===== config.mk =====
export PLATFORM = sky130hd
export DESIGN_NAME = piecewise_linear_interpolator_flat
export DESIGN_NICKNAME = d
export VERILOG_FILES = /design/src/sv/pli_pkg.sv /design/src/sv/pli_if.sv /design/src/sv/pli_div.sv /design/src/sv/piecewise_linear_interpolator.sv /design/src/flat_wrapper.sv
export SDC_FILE = /design/constraint.sdc
export NUM_CORES = 2
export LEC_CHECK = 0
export ABC_AREA = 0
export BUFFER_PORTS_ARGS = -buffer_cell sky130_fd_sc_hd__buf_2
export CAP_MARGIN = 20
export CELL_PAD_IN_SITES_DETAIL_PLACEMENT = 0
export CELL_PAD_IN_SITES_GLOBAL_PLACEMENT = 1
export CORE_AREA = 2 2 499 501
export DETAILED_ROUTE_END_ITERATION = 16
export DIE_AREA = 0 0 501 503
export GPL_ROUTABILITY_DRIVEN = 0
export PLACE_DENSITY = 0.67
export SYNTH_ARGS = -nofsm -noshare
export SYNTH_HDL_FRONTEND = slang
export SYNTH_SLANG_ARGS = --single-unit
export TNS_END_PERCENT = 5

===== constraint.sdc =====
create_clock -name clk -period 22.6 [get_ports clk]
set_input_delay 3.39 -clock clk [delete_from_list [all_inputs] [get_ports clk]]
set_output_delay 3.39 -clock clk [all_outputs]
set_load 0.05 [all_outputs]

===== src/sv/pli_pkg.sv =====
// Shared types and constants for the piecewise linear interpolator.
// No dependencies; compile before the interfaces and modules.
package pli_pkg;

    // Breakpoint table depth and the widths that follow from it
    localparam int MAX_POINTS = 16;
    localparam int IDX_W      = $clog2(MAX_POINTS);
    localparam int CNT_W      = $clog2(MAX_POINTS + 1);

    // Fixed field widths
    localparam int N_PTS_W    = 5;
    localparam int PIDX_W     = 4;
    localparam int Q_W        = 32;
    localparam int PROD_W     = 2 * Q_W;
    localparam int DIV_STEPS  = Q_W;
    localparam int DCNT_W     = $clog2(DIV_STEPS + 1);

    localparam logic [N_PTS_W-1:0] N_POINTS_RESET = N_PTS_W'(2);

    // Signed Q16.16 value
    typedef logic signed [Q_W-1:0] q16_t;

    // Request kinds
    typedef enum logic {
        REQ_LOAD  = 1'b0,
        REQ_QUERY = 1'b1
    } req_kind_t;

    // One breakpoint as stored in the table
    typedef struct packed {
        q16_t t;
        q16_t y;
    } bkpt_t;

endpackage


===== src/sv/pli_if.sv =====
// Valid/ready channel interfaces for the interpolator request and response beats.
// Depends on pli_pkg.
interface pli_req_if
    import pli_pkg::*;
();
    logic                valid;
    logic                ready;
    logic                req_type;
    logic [PIDX_W-1:0]   point_index;
    q16_t                point_y;
    q16_t                arg_t;

    modport source (output valid, output req_type, output point_index,
                    output point_y, output arg_t, input ready);
    modport sink   (input valid, input req_type, input point_index,
                    input point_y, input arg_t, output ready);
endinterface

interface pli_rsp_if
    import pli_pkg::*;
();
    logic  valid;
    logic  ready;
    q16_t  y_result;
    logic  out_of_range;

    modport source (output valid, output y_result, output out_of_range, input ready);
    modport sink   (input valid, input y_result, input out_of_range, output ready);
endinterface


===== src/sv/pli_div.sv =====
// Restoring divider, one quotient bit per cycle, for the interpolation fraction.
// Depends on pli_pkg. The caller guarantees dividend < divisor * 2**32 and divisor != 0.
module pli_div
    import pli_pkg::*;
(
    input  logic              clk,
    input  logic              rst_n,
    input  logic              start,
    input  logic [PROD_W-1:0] dividend,
    input  logic [Q_W-1:0]    divisor,
    output logic              done,
    output logic [Q_W-1:0]    quotient
);

    logic [Q_W-1:0]    rem_reg;
    logic [Q_W-1:0]    lo_reg;
    logic [Q_W-1:0]    dvs_reg;
    logic [DCNT_W-1:0] cnt_reg;
    logic              busy_reg;
    logic              done_reg;

    logic [Q_W:0]      shifted;
    logic [Q_W:0]      diff;
    logic              qbit;

    // Trial subtract of the shifted partial remainder
    always_comb
    begin
        shifted = {rem_reg, lo_reg[Q_W-1]};
        diff    = shifted - {1'b0, dvs_reg};
        qbit    = ~diff[Q_W];
    end

    // Control: count the steps and flag the last one
    always_ff @(posedge clk or negedge rst_n)
    begin
        if (!rst_n)
        begin
            busy_reg <= 1'b0;
            done_reg <= 1'b0;
            cnt_reg  <= '0;
        end
        else
        begin
            done_reg <= 1'b0;
            if (start)
            begin
                busy_reg <= 1'b1;
                cnt_reg  <= DCNT_W'(DIV_STEPS);
            end
            else if (busy_reg)
            begin
                cnt_reg <= cnt_reg - 1'b1;
                if (cnt_reg == DCNT_W'(1))
                begin
                    busy_reg <= 1'b0;
                    done_reg <= 1'b1;
                end
            end
        end
    end

    // Datapath: shift dividend bits in, quotient bits collect in lo_reg
    always_ff @(posedge clk)
    begin
        if (start)
        begin
            rem_reg <= dividend[PROD_W-1:Q_W];
            lo_reg  <= dividend[Q_W-1:0];
            dvs_reg <= divisor;
        end
        else if (busy_reg)
        begin
            rem_reg <= qbit ? diff[Q_W-1:0] : shifted[Q_W-1:0];
            lo_reg  <= {lo_reg[Q_W-2:0], qbit};
        end
    end

    assign done     = done_reg;
    assign quotient = lo_reg;

endmodule


===== src/sv/piecewise_linear_interpolator.sv =====
// Piecewise linear interpolator top level: breakpoint memory, segment scan, result sum.
// Depends on pli_pkg, pli_if (pli_req_if, pli_rsp_if) and pli_div.
//
//  channel  dir  handshake        payload
//  req      in   valid/ready      req_type, point_index, point_y, arg_t
//  rsp      out  valid/ready      y_result, out_of_range
//  cfg      in   cfg_we           cfg_wdata (n_points)
//
// A load beat writes its breakpoint at the accepting edge. A query holds the input until
// its result loads into the output register: the scan reads breakpoints (up to n_points),
// then prepare, multiply, divide, sum and output load; a short table, a miss or a
// zero-width segment goes straight to the load. The breakpoint memory is read one entry a
// cycle and the divider is bit-serial. One item is in work at a time; the finished result
// sits in the output register so a new beat is taken while rsp is stalled. Reset clears
// the registers but not the breakpoint memory; the table is undefined until loaded.
module piecewise_linear_interpolator
    import pli_pkg::*;
(
    input  logic               clk,
    input  logic               rst_n,
    pli_req_if.sink            req,
    pli_rsp_if.source          rsp,
    input  logic               cfg_we,
    input  logic [N_PTS_W-1:0] cfg_wdata
);

    localparam logic signed [Q_W+1:0] SUM_MAX = (Q_W+2)'(64'sh7FFF_FFFF);
    localparam logic signed [Q_W+1:0] SUM_MIN = -(Q_W+2)'(64'sh8000_0000);

    typedef enum logic [2:0] {
        S_IDLE,
        S_SCAN,
        S_PREP,
        S_MUL,
        S_DIV,
        S_SUM,
        S_FIN
    } state_t;

    state_t             state_reg;
    logic [N_PTS_W-1:0] n_points_reg;
    logic [IDX_W-1:0]   idx_reg;
    logic [IDX_W-1:0]   n_last_reg;
    q16_t               t_q_reg;
    bkpt_t              prev_reg;
    bkpt_t              cur_reg;
    logic [Q_W-1:0]     seg_reg;
    logic [Q_W-1:0]     dt_reg;
    logic [Q_W-1:0]     mag_reg;
    logic               neg_reg;
    q16_t               y_final_reg;
    logic               oor_reg;
    logic               out_valid_reg;
    q16_t               out_y_reg;
    logic               out_oor_reg;

    // Breakpoint memory
    bkpt_t              mem [MAX_POINTS];
    bkpt_t              rd_data_reg;
    logic               mem_we;
    logic [IDX_W-1:0]   mem_wa;
    logic [IDX_W-1:0]   mem_ra;

    logic               req_fire;
    logic               load_fire;
    logic               query_fire;
    logic [CNT_W-1:0]   n_clip;
    logic               n_small;
    logic               in_seg;
    logic [Q_W:0]       seg_w;
    logic [Q_W:0]       dt_w;
    logic signed [Q_W:0] dy_w;
    logic [Q_W:0]       mag_w;
    logic               div_start;
    logic               div_done;
    logic [Q_W-1:0]     div_q;
    logic signed [Q_W+1:0] sum_w;
    q16_t               sat_w;
    logic               fin_load;

    // Handshake decode
    assign req.ready  = (state_reg == S_IDLE);
    assign req_fire   = req.valid && req.ready;
    assign load_fire  = req_fire && (req.req_type == REQ_LOAD);
    assign query_fire = req_fire && (req.req_type == REQ_QUERY);

    // Clip the point count to the table depth and flag counts below two
    always_comb
    begin
        n_clip  = (32'(n_points_reg) > MAX_POINTS) ? CNT_W'(MAX_POINTS)
                                                   : CNT_W'(n_points_reg);
        n_small = (n_points_reg < N_PTS_W'(2));
    end

    // Memory port control: write loads, read the next entry of the scan, else entry 0
    assign mem_we = load_fire && (32'(req.point_index) < MAX_POINTS);
    assign mem_wa = IDX_W'(req.point_index);
    assign mem_ra = (state_reg == S_SCAN) ? IDX_W'(idx_reg + 1'b1) : '0;

    always_ff @(posedge clk)
    begin
        if (mem_we)
        begin
            mem[mem_wa] <= '{t: req.arg_t, y: req.point_y};
        end
        rd_data_reg <= mem[mem_ra];
    end

    // Segment test against the entry just read
    assign in_seg = (prev_reg.t <= t_q_reg) && (t_q_reg <= rd_data_reg.t);

    // Signed segment width, offset and y step, and the magnitude of the y step
    always_comb
    begin
        seg_w = {cur_reg.t[Q_W-1], cur_reg.t} - {prev_reg.t[Q_W-1], prev_reg.t};
        dt_w  = {t_q_reg[Q_W-1], t_q_reg} - {prev_reg.t[Q_W-1], prev_reg.t};
        dy_w  = $signed({cur_reg.y[Q_W-1], cur_reg.y})
              - $signed({prev_reg.y[Q_W-1], prev_reg.y});
        mag_w = dy_w[Q_W] ? (Q_W+1)'(-dy_w) : (Q_W+1)'(dy_w);
    end

    assign div_start = (state_reg == S_MUL);

    pli_div u_div (
        .clk      (clk),
        .rst_n    (rst_n),
        .start    (div_start),
        .dividend (mag_reg * dt_reg),
        .divisor  (seg_reg),
        .done     (div_done),
        .quotient (div_q)
    );

    // Apply the sign of the step and saturate
    always_comb
    begin
        sum_w = neg_reg ? ($signed({{2{prev_reg.y[Q_W-1]}}, prev_reg.y})
                           - $signed({2'b00, div_q}))
                        : ($signed({{2{prev_reg.y[Q_W-1]}}, prev_reg.y})
                           + $signed({2'b00, div_q}));
        if (sum_w > SUM_MAX)
        begin
            sat_w = SUM_MAX[Q_W-1:0];
        end
        else if (sum_w < SUM_MIN)
        begin
            sat_w = SUM_MIN[Q_W-1:0];
        end
        else
        begin
            sat_w = sum_w[Q_W-1:0];
        end
    end

    assign fin_load = (state_reg == S_FIN) && (!out_valid_reg || rsp.ready);

    // Sequencer, configuration register and output register
    always_ff @(posedge clk or negedge rst_n)
    begin
        if (!rst_n)
        begin
            state_reg     <= S_IDLE;
            n_points_reg  <= N_POINTS_RESET;
            idx_reg       <= '0;
            n_last_reg    <= '0;
            t_q_reg       <= '0;
            prev_reg      <= '0;
            cur_reg       <= '0;
            seg_reg       <= '0;
            dt_reg        <= '0;
            mag_reg       <= '0;
            neg_reg       <= 1'b0;
            y_final_reg   <= '0;
            oor_reg       <= 1'b0;
            out_valid_reg <= 1'b0;
            out_y_reg     <= '0;
            out_oor_reg   <= 1'b0;
        end
        else
        begin
            if (cfg_we)
            begin
                n_points_reg <= cfg_wdata;
            end

            // Drop the output beat once taken, refill from the finish state
            if (fin_load)
            begin
                out_valid_reg <= 1'b1;
                out_y_reg     <= y_final_reg;
                out_oor_reg   <= oor_reg;
            end
            else if (rsp.ready)
            begin
                out_valid_reg <= 1'b0;
            end

            case (state_reg)
                S_IDLE:
                begin
                    if (query_fire)
                    begin
                        t_q_reg    <= req.arg_t;
                        idx_reg    <= '0;
                        n_last_reg <= IDX_W'(n_clip - 1'b1);
                        if (n_small)
                        begin
                            y_final_reg <= '0;
                            oor_reg     <= 1'b1;
                            state_reg   <= S_FIN;
                        end
                        else
                        begin
                            state_reg <= S_SCAN;
                        end
                    end
                end

                S_SCAN:
                begin
                    // First read primes the left breakpoint
                    if (idx_reg == '0)
                    begin
                        prev_reg <= rd_data_reg;
                        idx_reg  <= IDX_W'(idx_reg + 1'b1);
                    end
                    else if (in_seg)
                    begin
                        cur_reg   <= rd_data_reg;
                        state_reg <= S_PREP;
                    end
                    else if (idx_reg == n_last_reg)
                    begin
                        y_final_reg <= '0;
                        oor_reg     <= 1'b1;
                        state_reg   <= S_FIN;
                    end
                    else
                    begin
                        prev_reg <= rd_data_reg;
                        idx_reg  <= IDX_W'(idx_reg + 1'b1);
                    end
                end

                S_PREP:
                begin
                    seg_reg <= seg_w[Q_W-1:0];
                    dt_reg  <= dt_w[Q_W-1:0];
                    mag_reg <= mag_w[Q_W-1:0];
                    neg_reg <= dy_w[Q_W];
                    oor_reg <= 1'b0;
                    // Zero-width segment returns its left y
                    if (seg_w == '0)
                    begin
                        y_final_reg <= prev_reg.y;
                        state_reg   <= S_FIN;
                    end
                    else
                    begin
                        state_reg <= S_MUL;
                    end
                end

                S_MUL:
                begin
                    state_reg <= S_DIV;
                end

                S_DIV:
                begin
                    if (div_done)
                    begin
                        state_reg <= S_SUM;
                    end
                end

                S_SUM:
                begin
                    y_final_reg <= sat_w;
                    state_reg   <= S_FIN;
                end

                S_FIN:
                begin
                    if (fin_load)
                    begin
                        state_reg <= S_IDLE;
                    end
                end

                default:
                begin
                    state_reg <= S_IDLE;
                end
            endcase
        end
    end

    assign rsp.valid        = out_valid_reg;
    assign rsp.y_result     = out_y_reg;
    assign rsp.out_of_range = out_oor_reg;

`ifndef SYNTHESIS
    a_oor_zero: assert property (@(posedge clk) disable iff (!rst_n)
        rsp.valid && rsp.out_of_range |-> rsp.y_result == '0)
        else $error("out-of-range beat carries a nonzero y");

    a_div_nonzero: assert property (@(posedge clk) disable iff (!rst_n)
        div_start |-> seg_reg != '0)
        else $error("divider started on a zero-width segment");

    a_scan_bound: assert property (@(posedge clk) disable iff (!rst_n)
        state_reg == S_SCAN |-> idx_reg <= n_last_reg)
        else $error("scan ran past the last breakpoint in use");

    a_fin_hold: assert property (@(posedge clk) disable iff (!rst_n)
        state_reg == S_FIN && out_valid_reg && !rsp.ready |=> state_reg == S_FIN)
        else $error("result left the finish state while the output was full");
`endif

endmodule

===== src/flat_wrapper.sv =====
// flat-port wrapper written by rule: the top's interface ports become plain ports
module piecewise_linear_interpolator_flat import pli_pkg::*;
  (clk, rst_n, cfg_we, cfg_wdata, req_valid, req_req_type, req_point_index, req_point_y, req_arg_t, req_ready, rsp_valid, rsp_y_result, rsp_out_of_range, rsp_ready);
  pli_req_if req_i ();
  pli_rsp_if rsp_i ();
  input  logic clk;
  input  logic rst_n;
  input  logic cfg_we;
  input  logic [N_PTS_W-1:0] cfg_wdata;
  input wire logic [$bits(req_i.valid)-1:0] req_valid;
  input wire logic [$bits(req_i.req_type)-1:0] req_req_type;
  input wire logic [$bits(req_i.point_index)-1:0] req_point_index;
  input wire logic [$bits(req_i.point_y)-1:0] req_point_y;
  input wire logic [$bits(req_i.arg_t)-1:0] req_arg_t;
  output wire logic [$bits(req_i.ready)-1:0] req_ready;
  output wire logic [$bits(rsp_i.valid)-1:0] rsp_valid;
  output wire logic [$bits(rsp_i.y_result)-1:0] rsp_y_result;
  output wire logic [$bits(rsp_i.out_of_range)-1:0] rsp_out_of_range;
  input wire logic [$bits(rsp_i.ready)-1:0] rsp_ready;
  assign req_i.valid = req_valid;
  assign req_i.req_type = req_req_type;
  assign req_i.point_index = req_point_index;
  assign req_i.point_y = req_point_y;
  assign req_i.arg_t = req_arg_t;
  assign req_ready = req_i.ready;
  assign rsp_valid = rsp_i.valid;
  assign rsp_y_result = rsp_i.y_result;
  assign rsp_out_of_range = rsp_i.out_of_range;
  assign rsp_i.ready = rsp_ready;
  piecewise_linear_interpolator u_core (.clk(clk), .rst_n(rst_n), .req(req_i), .rsp(rsp_i), .cfg_we(cfg_we), .cfg_wdata(cfg_wdata));
endmodule

# After elaboration in Yosys (flattened, before gate mapping)
# Memories as Yosys holds them, arrays and structs flattened. A register that Yosys moved wholly into a read port is not among the register bits.
# Index checks and enable logic that the tools add are counted.
# totals
register_bits	444
latchBits	0
ramBits	1024
rom_bits	0
inputBits	79
output_inout_bits	35
wordCells	141
mem_count	1
# memory_table
memory	depth	word_bits	rd	rd_clocked_by_memory_dff	write_ports	line	text
u_core.mem	16	64	1	1	1	piecewise_linear_interpolator.sv:58	bkpt_t mem [MAX_POINTS];
# classes
addsub	10
n_mul	1
div_mod_pow	0
magnitude_cmp	6
n_eq_ne	21
n_shift	0
n_mux	53
bitwise_logic	3
n_reduce_logical	22
# op_table
cell	n
$mux 32	14
$mux 64	3
$pmux 32 s4	1
$sub 32x32->33	2
$le 32x32->1	2
$mul 32x32->64	1
$add 32x33->34	1
$gt 34x32->1 const B	1
$lt 34x32->1 const B	1
$mux 34	1
$sub 32x33->34	1
$logic_not 33->1	1
$sub 33x32->33	1
$neg 32->32	1
$sub 32x32->32	1
$mux 3	8
$mux 4	6
$pmux 3 s7	1
$mux 1	15
$ne 2x2->1 const B	7
$mux 6	2
$eq 3x3->1 const B	3
$pmux 4 s2	1
$reduce_and 7->1	1
27 further kinds	40

# Logic depth before layout (Yosys ltp)
# logic_depth
depth_word	6
mapped_depth	31
ltp_nobuf	29

# Hierarchy
# From an unflattened synthesis, not the netlist that was laid out.
# unflattened
hier_cells	9413
hier_area_um2	103185.2
# by_module_without_submodules
module	n_inst	cells_each	area_per_inst_um2	seq_area_each_um2
piecewise_linear_interpolator	1	8845	96919.2	40540.1
pli_div	1	568	6266.0	3083.0

# Least setup slack after synthesis
# No wires, ideal clock.
# synth_timing
kind	input to register
from	input port req_valid
to	memory u_core.mem[0][0] (netlist bit) (enable)
setup_ps	565
arrival_time_ps	8491
required_time_ps	22035
slack_ps	13543
cell_stages	4
path_buffers	0
path_cell_list	nand2_1 > or2_2 > or3_1 > nor3_1
# synth_between
elab_chain_cells	4
# synth_rtl
item	line	text
start: declaration	flat_wrapper.sv:10	input wire logic [$bits(req_i.valid)-1:0] req_valid;
$logic_and 1x1->1	piecewise_linear_interpolator.sv:83	assign req_fire = req.valid && req.ready;
$logic_and 1x1->1	piecewise_linear_interpolator.sv:84	assign load_fire = req_fire && (req.req_type == REQ_LOAD);
$mux 1	piecewise_linear_interpolator.sv:102	if (mem_we)
$mux 1 (implied by the code)	piecewise_linear_interpolator.sv:104	mem[mem_wa] <= '{t: req.arg_t, y: req.point_y};
end: declaration	piecewise_linear_interpolator.sv:58	
# No other way between the ends.

# Worst setup path after layout
# layout_timing
from	register u_core.mag_reg[10]
to	register u_core.u_div.rem_reg[31] (data pin)
# layout_between
elab_chain_cells	2
# layout_rtl
item	line	text
start: declaration	piecewise_linear_interpolator.sv:49	logic [Q_W-1:0] mag_reg;
start signal: assignment	piecewise_linear_interpolator.sv:249	mag_reg <= mag_w[Q_W-1:0];
$mul 32x32->64	piecewise_linear_interpolator.sv:128	.dividend (mag_reg * dt_reg),
$mux 32	pli_div.sv:66	if (start)
end signal: assignment	pli_div.sv:68	rem_reg <= dividend[PROD_W-1:Q_W];
end signal: assignment	pli_div.sv:74	rem_reg <= qbit ? diff[Q_W-1:0] : shifted[Q_W-1:0];
end: declaration	pli_div.sv:15	logic [Q_W-1:0] rem_reg;
# No other way between the ends.
# A chain may end at the register's enable or synchronous reset.

==> impl_results.md <==
- Kind of critical path: register to register
- Most frequent cells in the layout: 1383 x nand2_1, 1120 x edfxtp_1, 1091 x inv_1, 901 x fa_1, 851 x and2_1
- Reg-to-reg slack, setup: 13.31 ns
- Largest register FFs: 1024
- Final setup viols: 0
- Worst r2r src: u_core.mag_reg[10]
- Most frequent CP cell: fa_1
- WHS: 0.430 ns
- Achievable Freq: 108 MHz
- Die Span X: 501 um
- Core region area: 247000 um2
- Worst-case reg-to-reg path depth: 27
- Hold Vio Cnt, Final: 0
- Met2 usage: 38.2%
- Setup tns final: 0 ns
- Initial antenna violation count: 42
- Vias in the first global route: 72300
- Port Buffers: 113
- Clock-pin transition on the worst setup and hold timing paths: 0.07 ns
- Final Skew: 0.0484 ns
- Post-synth cell types: 94
- WHS Endpoint: u_core.u_div.dvs_reg[13]
- Main flop type after synthesis: edfxtp_1
- # Post-CTS Setup Buffers: 0
- Slew margin rel.: 23.9%
- Period utilisation layout: 41.1%
- Tmin final: 9.29 ns
- H-tree levels: 4
- Row count: 183
- First-pass DRT Iterations: 5
- Initial Util: 41.8%
- CP Data Arrival Time: 9.90 ns
- # hold bufs at CTS: 0
- Syn Std Cell Area: 103000 um2
- Post-CTS Resized: 0
- # Max-Cap Violations: 0
- Number of nets still failing antenna checks after routing: 0
- Gr busiest metal: met2
- Drt total wl: 291 mm
- HP Class: register to register
- Vias/cell: 5.50
- CTS tree: yes
- Overall routing resource usage: 23.3%
- Seq/Total Area, Yosys: 42.2%
- Crit start category: register
- Req. time, crit path: 23.21 ns
- Root buf cell: clkbuf_16
- Clock buffer depth: 3
- Drt drc: 0
- # clock sinks: 1532
- Fillers: 22900
- First-pass GRT wire length: 449 mm
- Initial DRC count: 5255
- Clk_lat worst skew: 0.81 ns
- Height of the die: 503 um
- RSZ-0062 raised after global routing: false
- Crit-path leading delay family: adder cells
- Hold Startpoint: u_core.seg_reg[13]
- Synthesized Nets: 11000
- Worst Tran Pin Value: 1.14 ns
- Detailed-route via count: 70200
- Routed wire per std cell: 22.8 um
- Nets: 10800
- M3 GR Usage: 3.40%
- Crit-path max cell delay: 0.99 ns
- EDFF count, synth: 1120
- #FFs+latches synth: 1532
- Synth Instances: 9520
- P&R area growth vs syn: 8.93%
- Largest Register: u_core.mem
- Hold depth: 0
- Worst Path Max Fanout: 20
- CTS Buf Count: 159
- CP max stage cell: dfrtp_1
- Max-slew violation count: 0
- GR Util met1: 32.7%
- Share of layout cells above drive strength 1: 7.56%
- Number of I/O pins: 114
- Die area: 252000 um2
- Synth warn: 0
- Largest net degree at the start of global routing: 160
- GR Overflow Total: 0
- Kind of end point of the critical path: register
- Ys async rst share: 22.7%
- Dpl hpwl: 193 mm
- R2R Path End: u_core.u_div.rem_reg[31]
- Status: complete, no violations
- Worst Path Buf+Inv: 6
- Commonest non-fill, non-tap cell in the layout: nand2_1
- Avg Inst Size Synth: 10.8 um2
[how the worst max path moves through the flow]
stage          slack [ns]  cells after the start                  endpoint                from
2_1_floorplan       13.54                      4          u_core.mem[0][0]           req_valid
3_3_place_gp        13.29                     27  u_core.u_div.rem_reg[31]  u_core.mag_reg[10]
3_5_place_dp        13.40                     27  u_core.u_div.rem_reg[31]  u_core.mag_reg[10]
4_1_cts             13.28                     27  u_core.u_div.rem_reg[31]  u_core.mag_reg[10]
5_1_grt             12.88                     27  u_core.u_div.rem_reg[31]  u_core.mag_reg[10]
6_report            13.31                     27  u_core.u_div.rem_reg[31]  u_core.mag_reg[10]
[cells by family (layout without fill, tap and decap cells)]
family	Yosys count	in the layout	synth area share [%]
multiplexers	193	193	2.16
other	0	18	0
adder cells (fa/ha/maj)	1364	1364	23.1
buffers and inverters	1626	1621	5.96
XOR/XNOR	251	251	2.13
flip-flops	1532	1532	42.2
AND/OR/NAND/NOR	2763	2763	12.9
AO/OA/AOI/OAI	1791	1791	11.5
[worst reg2reg max path: cells and delay by family (launching register included)]
kind            cells  cell delay (ns)
fa+ha+maj           9             4.41
buf+inv             6             0.33
simple gates        3             0.72
flops               1             0.99
compound gates      9             2.65
[metal layers]
| metal | share of wire, % | up-vias |
|---|---|---|
| met3 | 5.6 | 403 |
| met4 | 2.1 | 54 |
| met1 | 45 | 35800 |
| li1 | - | 32100 |
| met5 | 0.12 | - |
| met2 | 47 | 1770 |
[layout make-up]
| class | instances | area [um2] | share of cell area [%] |
|---|---|---|---|
| diodes | 18 | 45.0 | 0.0400 |
| clock buffers | 230 | 4540 | 4.04 |
| clock inverters | 61 | 772 | 0.686 |
| inverters | 1093 | 4110 | 3.65 |
| multi-input cells | 6362 | 53700 | 47.8 |
| flip-flops and latches | 1532 | 43600 | 38.8 |
| well taps | 3237 | 4050 | 3.60 |
| repair buffers | 237 | 1580 | 1.41 |
[per-stage QoR]
step / instances / cell area [um2] / utilization, % / worst slack (ns)
2_1_floorplan: 9520 / 103000 / - / 13.54
3_3_place_gp: 12500 / 107000 / 43.4 / 13.29
3_5_place_dp: 12500 / 107000 / 43.4 / 13.40
4_1_cts: 12800 / 112000 / 45.5 / 13.28
5_1_grt: 12800 / 112000 / 45.5 / 12.88
6_report: 12800 / 112000 / 45.5 / 13.31
[synth_stat cells, types with 18 or more instances]
cell type,number,area [um2]
nand2b_1,39,244
a221o_1,33,330
dfrtp_1,347,8680
and3_1,30,188
o21bai_1,30,225
xnor2_1,158,1380
xor2_1,93,815
mux2_4,20,300
nand4_1,39,244
mux2_2,147,1660
o21a_1,34,255
ha_1,463,5790
edfxtp_1,1120,33600
dfxtp_1,64,1280
o21ai_0,331,1660
nor2_1,188,706
a31oi_1,164,1030
a21oi_1,395,1980
nor3_1,59,295
o211ai_1,32,240
a21o_1,120,901
inv_1,1091,4100
fa_1,901,18000
mux2i_1,18,180
o31ai_1,23,173
a211oi_1,347,2610
nor2b_1,31,194
or3_1,24,150
nand3_1,52,260
clkbuf_1,512,1920
a311oi_1,135,1180
nand2_1,1386,5200
and2_1,851,5320
Power is left out: the tool's default activity adds up to more than one toggle a clock period on the data nets, which glitch-free logic cannot reach.
